### src/rtl/sysres_pkg.sv
`timescale 1ns / 1ps
`default_nettype none
// ----------------------------------------------------------------------------
// sysres_pkg
// Types and constants shared by the systematic resampler modules.
// ----------------------------------------------------------------------------
package sysres_pkg;

	localparam int CMD_BITS = 1;

	typedef enum logic [CMD_BITS-1:0] {
		CMD_WRITE    = 1'b0,
		CMD_RESAMPLE = 1'b1
	} cmd_t;

	localparam logic REG_WEIGHTS = 1'b0;
	localparam logic REG_SAMPLES = 1'b1;

	typedef struct packed {
		logic        command;
		logic [7:0]  weight_slot;
		logic [31:0] weight_value;
		logic [15:0] seed_fraction;
		logic [39:0] denominator;
	} in_beat_t;

	typedef struct packed {
		logic [7:0] sample_index;
		logic [5:0] sample_number;
		logic       last;
	} out_beat_t;

	typedef enum logic [2:0] {
		ST_IDLE,
		ST_SUM,
		ST_SETUP,
		ST_READ,
		ST_MUL,
		ST_CMP,
		ST_EMIT
	} state_t;

	typedef struct packed {
		logic load;
		logic sum_step;
		logic setup;
		logic mul;
		logic advance_j;
		logic emit;
	} dp_cmd_t;

	typedef struct packed {
		logic sum_done;
		logic ge;
		logic j_at_end;
		logic k_last;
		logic out_busy;
	} dp_status_t;

endpackage
`default_nettype wire

### src/rtl/sysres_ctrl.sv
`timescale 1ns / 1ps
`default_nettype none
// ----------------------------------------------------------------------------
// sysres_ctrl
// Sequencer for the summing pass and the sample walk.
// ----------------------------------------------------------------------------
module sysres_ctrl
	import sysres_pkg::*;
(
	input  wire logic       clk,
	input  wire logic       arst_n,
	input  wire logic       start,
	input  dp_status_t      status,
	output logic            busy,
	output dp_cmd_t         cmd
);

	state_t state_q, state_d;

	always_ff @(posedge clk or negedge arst_n) begin
		if (!arst_n) begin
			state_q <= ST_IDLE;
		end else begin
			state_q <= state_d;
		end
	end

	always_comb begin
		state_d = state_q;
		cmd = '0;
		busy = (state_q != ST_IDLE);
		unique case (state_q)
			ST_IDLE: begin
				if (start) begin
					cmd.load = 1'b1;
					state_d = ST_SUM;
				end
			end
			ST_SUM: begin
				cmd.sum_step = 1'b1;
				if (status.sum_done) state_d = ST_SETUP;
			end
			ST_SETUP: begin
				cmd.setup = 1'b1;
				state_d = ST_MUL;
			end
			ST_READ: begin
				state_d = ST_MUL;
			end
			ST_MUL: begin
				cmd.mul = 1'b1;
				state_d = ST_CMP;
			end
			ST_CMP: begin
				if (!status.ge && !status.j_at_end) begin
					cmd.advance_j = 1'b1;
					state_d = ST_READ;
				end else begin
					state_d = ST_EMIT;
				end
			end
			ST_EMIT: begin
				if (!status.out_busy) begin
					cmd.emit = 1'b1;
					state_d = status.k_last ? ST_IDLE : ST_MUL;
				end
			end
			default: state_d = ST_IDLE;
		endcase
	end

endmodule
`default_nettype wire

### config.mk
export PLATFORM = sky130hd
export DESIGN_NAME = sysres_ctrl
export DESIGN_NICKNAME = d
export VERILOG_FILES = /design/src/rtl/sysres_pkg.sv /design/src/rtl/sysres_ctrl.sv
export SDC_FILE = /design/constraint.sdc
export NUM_CORES = 1
export LEC_CHECK = 0
export ABC_AREA = 1
export BUFFER_PORTS_ARGS = -buffer_cell sky130_fd_sc_hd__buf_2
export CORE_AREA = 5 5 42 44
export DETAILED_ROUTE_END_ITERATION = 10
export DIE_AREA = 0 0 47 49
export GPL_TIMING_DRIVEN = 1
export SYNTH_ARGS = -nofsm -noshare
export SYNTH_HDL_FRONTEND = slang
export SYNTH_SLANG_ARGS = --single-unit
### constraint.sdc
create_clock -name clk -period 1.2 [get_ports clk]
set_input_delay 0.24 -clock clk [delete_from_list [all_inputs] [get_ports clk]]
set_output_delay 0.24 -clock clk [all_outputs]
set_load 0.02 [all_outputs]
## Word-level counts from Yosys, hierarchy flattened

Cells that the tools add are included.

- Mux-type cells: 15
- Equal/unequal tests: 9
- Reduce and logical (&&, ||, !) cells: 7

Operators with widths:

| operator | count |
|---|---|
| one-hot mux 3 bit (6 select lines) | 1 |
| 2-to-1 mux 3 bit | 5 |
| equality test 3 bit, second input constant | 3 |
| 2-to-1 mux 1 bit | 9 |
| equality test 3 x 2 -> 1 bit, second input constant | 2 |
| inequality test 2 bit, second input constant | 3 |
| equality test 3 x 1 -> 1 bit, second input constant | 1 |
| logical NOT 3 bit | 1 |
| AND reduction 3 bit | 1 |
| nonzero test 3 bit | 1 |
| logical NOT 1 bit | 2 |
| OR reduction 2 bit | 1 |
| logical AND 1 bit | 1 |

- Bits in registers: 3
- Word-level logic and storage cells: 32
- Input port bits: 8

## Longest topological paths before layout

- Depth after elaboration: 4
- Mapped depth: 7

## Least setup slack after synthesis

OpenSTA, ideal clock, no wires.

- Kind: register to output
- Start: register state_q[1]
- End: output port cmd[0] in the netlist's numbering
- Data required time: 0.960 ns
- Path buffers: 0
- Stages on the path, launching flop included: 3
- Setup slack: -0.216 ns
- Arrival: 1.176 ns
- Cell sequence: dfrtp_1 inv_1 nor4_1

RTL lines:

| what | RTL line | text |
|---|---|---|
| from (decl) | sysres_ctrl.sv:18 | `state_t state_q, state_d;` |
| from (signal assigned) | sysres_ctrl.sv:24 | `state_q <= state_d;` |
| to (decl) | sysres_ctrl.sv:15 | `output dp_cmd_t cmd` |

==> impl_metrics.yaml <==
power:
  swShare: 0.476
  p_sw_w: 0.000590
  power_density_mw_per_mm2: 2470
  clockPowerShare: 0.139
  internal-power_w: 0.000650
  ir_drop_v: 0.000841
  leakage_nw: 0.258
  share_seq_of_total_power: 0.211
  combPwrFrac: 0.649
timing:
  drv_slew: 0
  tightest_slew_ns: 0.180
  fmax_mhz: 727
  rsz0062_at_grt: "yes"
  fin_crit_ns: 1.38
  fin_skew_ns: 0.000146
  setup-tns-final_ns: -0.910
  hold_viol_final: 0
  period_share: 1.15
  slew_headroom: 0.879
  whs_ns: 0.273
  setup_ws_ns: -0.176
  setup_viol: 7
setup_path:
  critPathSlowestCell: "dfrtp_2"
  cp_data_required_time_ns: 0.96
  crit_type: "flop to output port"
  critPathTopFamily: "flip-flops"
  crit_arrival_ns: 1.14
  cp_num_buf_inv: 1
  crit_chain: "nor4_2, buf_4"
  crit_path_end_kind: "output port"
  crit_fanout: 7
  start_kind: "flop"
  slowest_delay_ns: 0.46
placed_design:
  place_congestion: 0.688
  portBuffers: 14
  dp_hpwl_um: 578
clock_network:
  clockRootBuffer: "clkbuf_4"
  clock_latency_ns: 0.23
  cts_made_buffers: 3
  path_clk_slew_ns: 0.04
  cts_sinks: 3
  cts_tree: "yes"
  cts_max_path_buffers: 2
  htreeDepth: 1
floorplan:
  core_region_area_mm2: 0.00140
  initial_utilization: 0.176
  rows: 14
  die_height_um: 49
  die_area_mm2: 0.00230
  ioPinCount: 15
  die_x_um: 47
job:
  drv_cap: 0
synth:
  synth_top_area_share: 0.305
  synth_fp_nets: 48
  ys_ff_latch: 3
  synthCells: 40
  dominantRegCellSynth: "dfrtp_1"
  ys_warn_count: 0
  syn_area_um2: 246
  synth_enable_flop_cells: 0
  syn_avg_cell_area_um2: 6.16
  yosysTopAreaCell: "dfrtp_1"
  ys_types: 13
  ys_seq_area_frac: 0.305
  async_reset_ff_frac: 1.00
  synthTopCellsByCount: "7 x inv_1, 7 x nand2_1, 6 x nor2_1, 5 x nand3_1, 3 x dfrtp_1"
  synthTopCellsByArea: "dfrtp_1 30%, inv_1 11%, nand2_1 11%"
global_routing:
  track_usage: 0.0817
  grt_pass1_vias: 355
  grt-ovfl-total: 0
  grt_max_degree: 8
  antenna_found_initial: 0
  grt_pass1_wl_um: 1410
drt:
  wl_um: 757
  viasPerCell: 4.19
  wire_per_inst_um: 9.46
  dr.pass1.iters: 2
  ant_nets: 0
  drc: 0
  dr_total_vias: 335
  drtIter0Drc: 4
final_layout:
  antenna_cells: 0
  largest_register_ffs: 3
  syn_to_final_growth_pct: 104
  final_nets: 73
  largest_register: "state_q"
  drive_gt1_frac: 0.641
  reg_top3: "state_q (3)"
worst_hold_path:
  hp-class: "input port to flop"
run_status:
  status: "finished with violations"
  violations: "negative setup slack"
-- area by class of cell --
cell class | count | area (um2)
Multi-Input combinational cell | 27 | 180
Timing Repair Buffer | 21 | 155
Tap cell | 16 | 20.0
Sequential cell | 3 | 78.8
Inverter | 9 | 41.3
Clock buffer | 4 | 26.3
Fill cell | 150 | 900
-- path summary, 6_finish.rpt --
kind,startpoint,slack [ns],to,cells after the start
hold reg to reg,state_q[2]$_DFFE_PN0P_,0.73,state_q[2]$_DFFE_PN0P_,4
setup / recovery,state_q[0]$_DFFE_PN0P_,-0.18,cmd[0],2
setup reg to reg,state_q[0]$_DFFE_PN0P_,0.02,state_q[2]$_DFFE_PN0P_,7
min in group asynchronous,arst_n,0.33,state_q[1]$_DFFE_PN0P_,2
max in group asynchronous,arst_n,0.75,state_q[2]$_DFFE_PN0P_,2
hold / removal,status[4],0.27,state_q[0]$_DFFE_PN0P_,4
-- worst reg2reg max path, cell delays in order (launching register included) --
cell	delay, ns
dfrtp_2	0.46
buf_4	0.16
inv_2	0.05
nand4_1	0.11
nand2_2	0.12
nor2_2	0.04
nand2_1	0.06
nand2_1	0.05
-- cells in the final DEF (no fill, tap or decap), drive strengths merged --
cell and count:
a21oi 2, clkbuf 4, dlygate4sd3 1, nor3 2, clkinv 1, buf 20
nand3 5, nand2 7, nor4 1, nand4 2, inv 8, nor2 8
dfrtp 3
-- power by group through the flow --
stage	Clock (W)	Combinational, W	Sequential [W]
global placement	0	0.000546	0.000231
detailed placement	0	0.000552	0.000236
floorplan	0	0.000441	0.000202
CTS	0.000181	0.000721	0.000258
global route	0.000197	0.000882	0.000273
finish	0.000173	0.000805	0.000262
-- kinds of logic after synthesis --
family | synth area share
and+or+nand+nor | 0.467
buffers and inverters | 0.188
DFF | 0.305
AOI/OAI and AO/OA | 0.0406
-- timing repair --
| item | 4_1_cts | 5_1_grt |
|---|---|---|
| setup buffers | 5 | 2 |
| resized for setup | 15 | 10 |
| hold endpoints to repair | 3 | 0 |
| hold buffers | 1 | 0 |
| setup endpoints to repair | 7 | 10 |
| pin swaps | 2 | 3 |
-- layer usage --
| metal | wire length (um) | GRT usage | up-vias |
|---|---|---|---|
| li1 | - | - | 173 |
| met1 | 292 | 0.0947 | 154 |
| met2 | 440 | 0.131 | 8 |
| met3 | 24 | 0.0221 | 0 |
| met4 | 0 | 0.0415 | 0 |
| met5 | 0 | 0 | - |
-- stage by stage --
step,instances,util,setup slack (ns),power [W],instance area (um2)
global route,80,0.358,-0.233,0.00135,502
floorplan,40,-,-0.0209,0.000643,265
detailed placement,71,0.256,-0.0334,0.000788,359
CTS,81,0.338,-0.190,0.00116,473
finish,80,0.358,-0.176,0.00124,502
global placement,71,0.256,-0.0142,0.000776,359
Power figures use the tool's default switching activity.
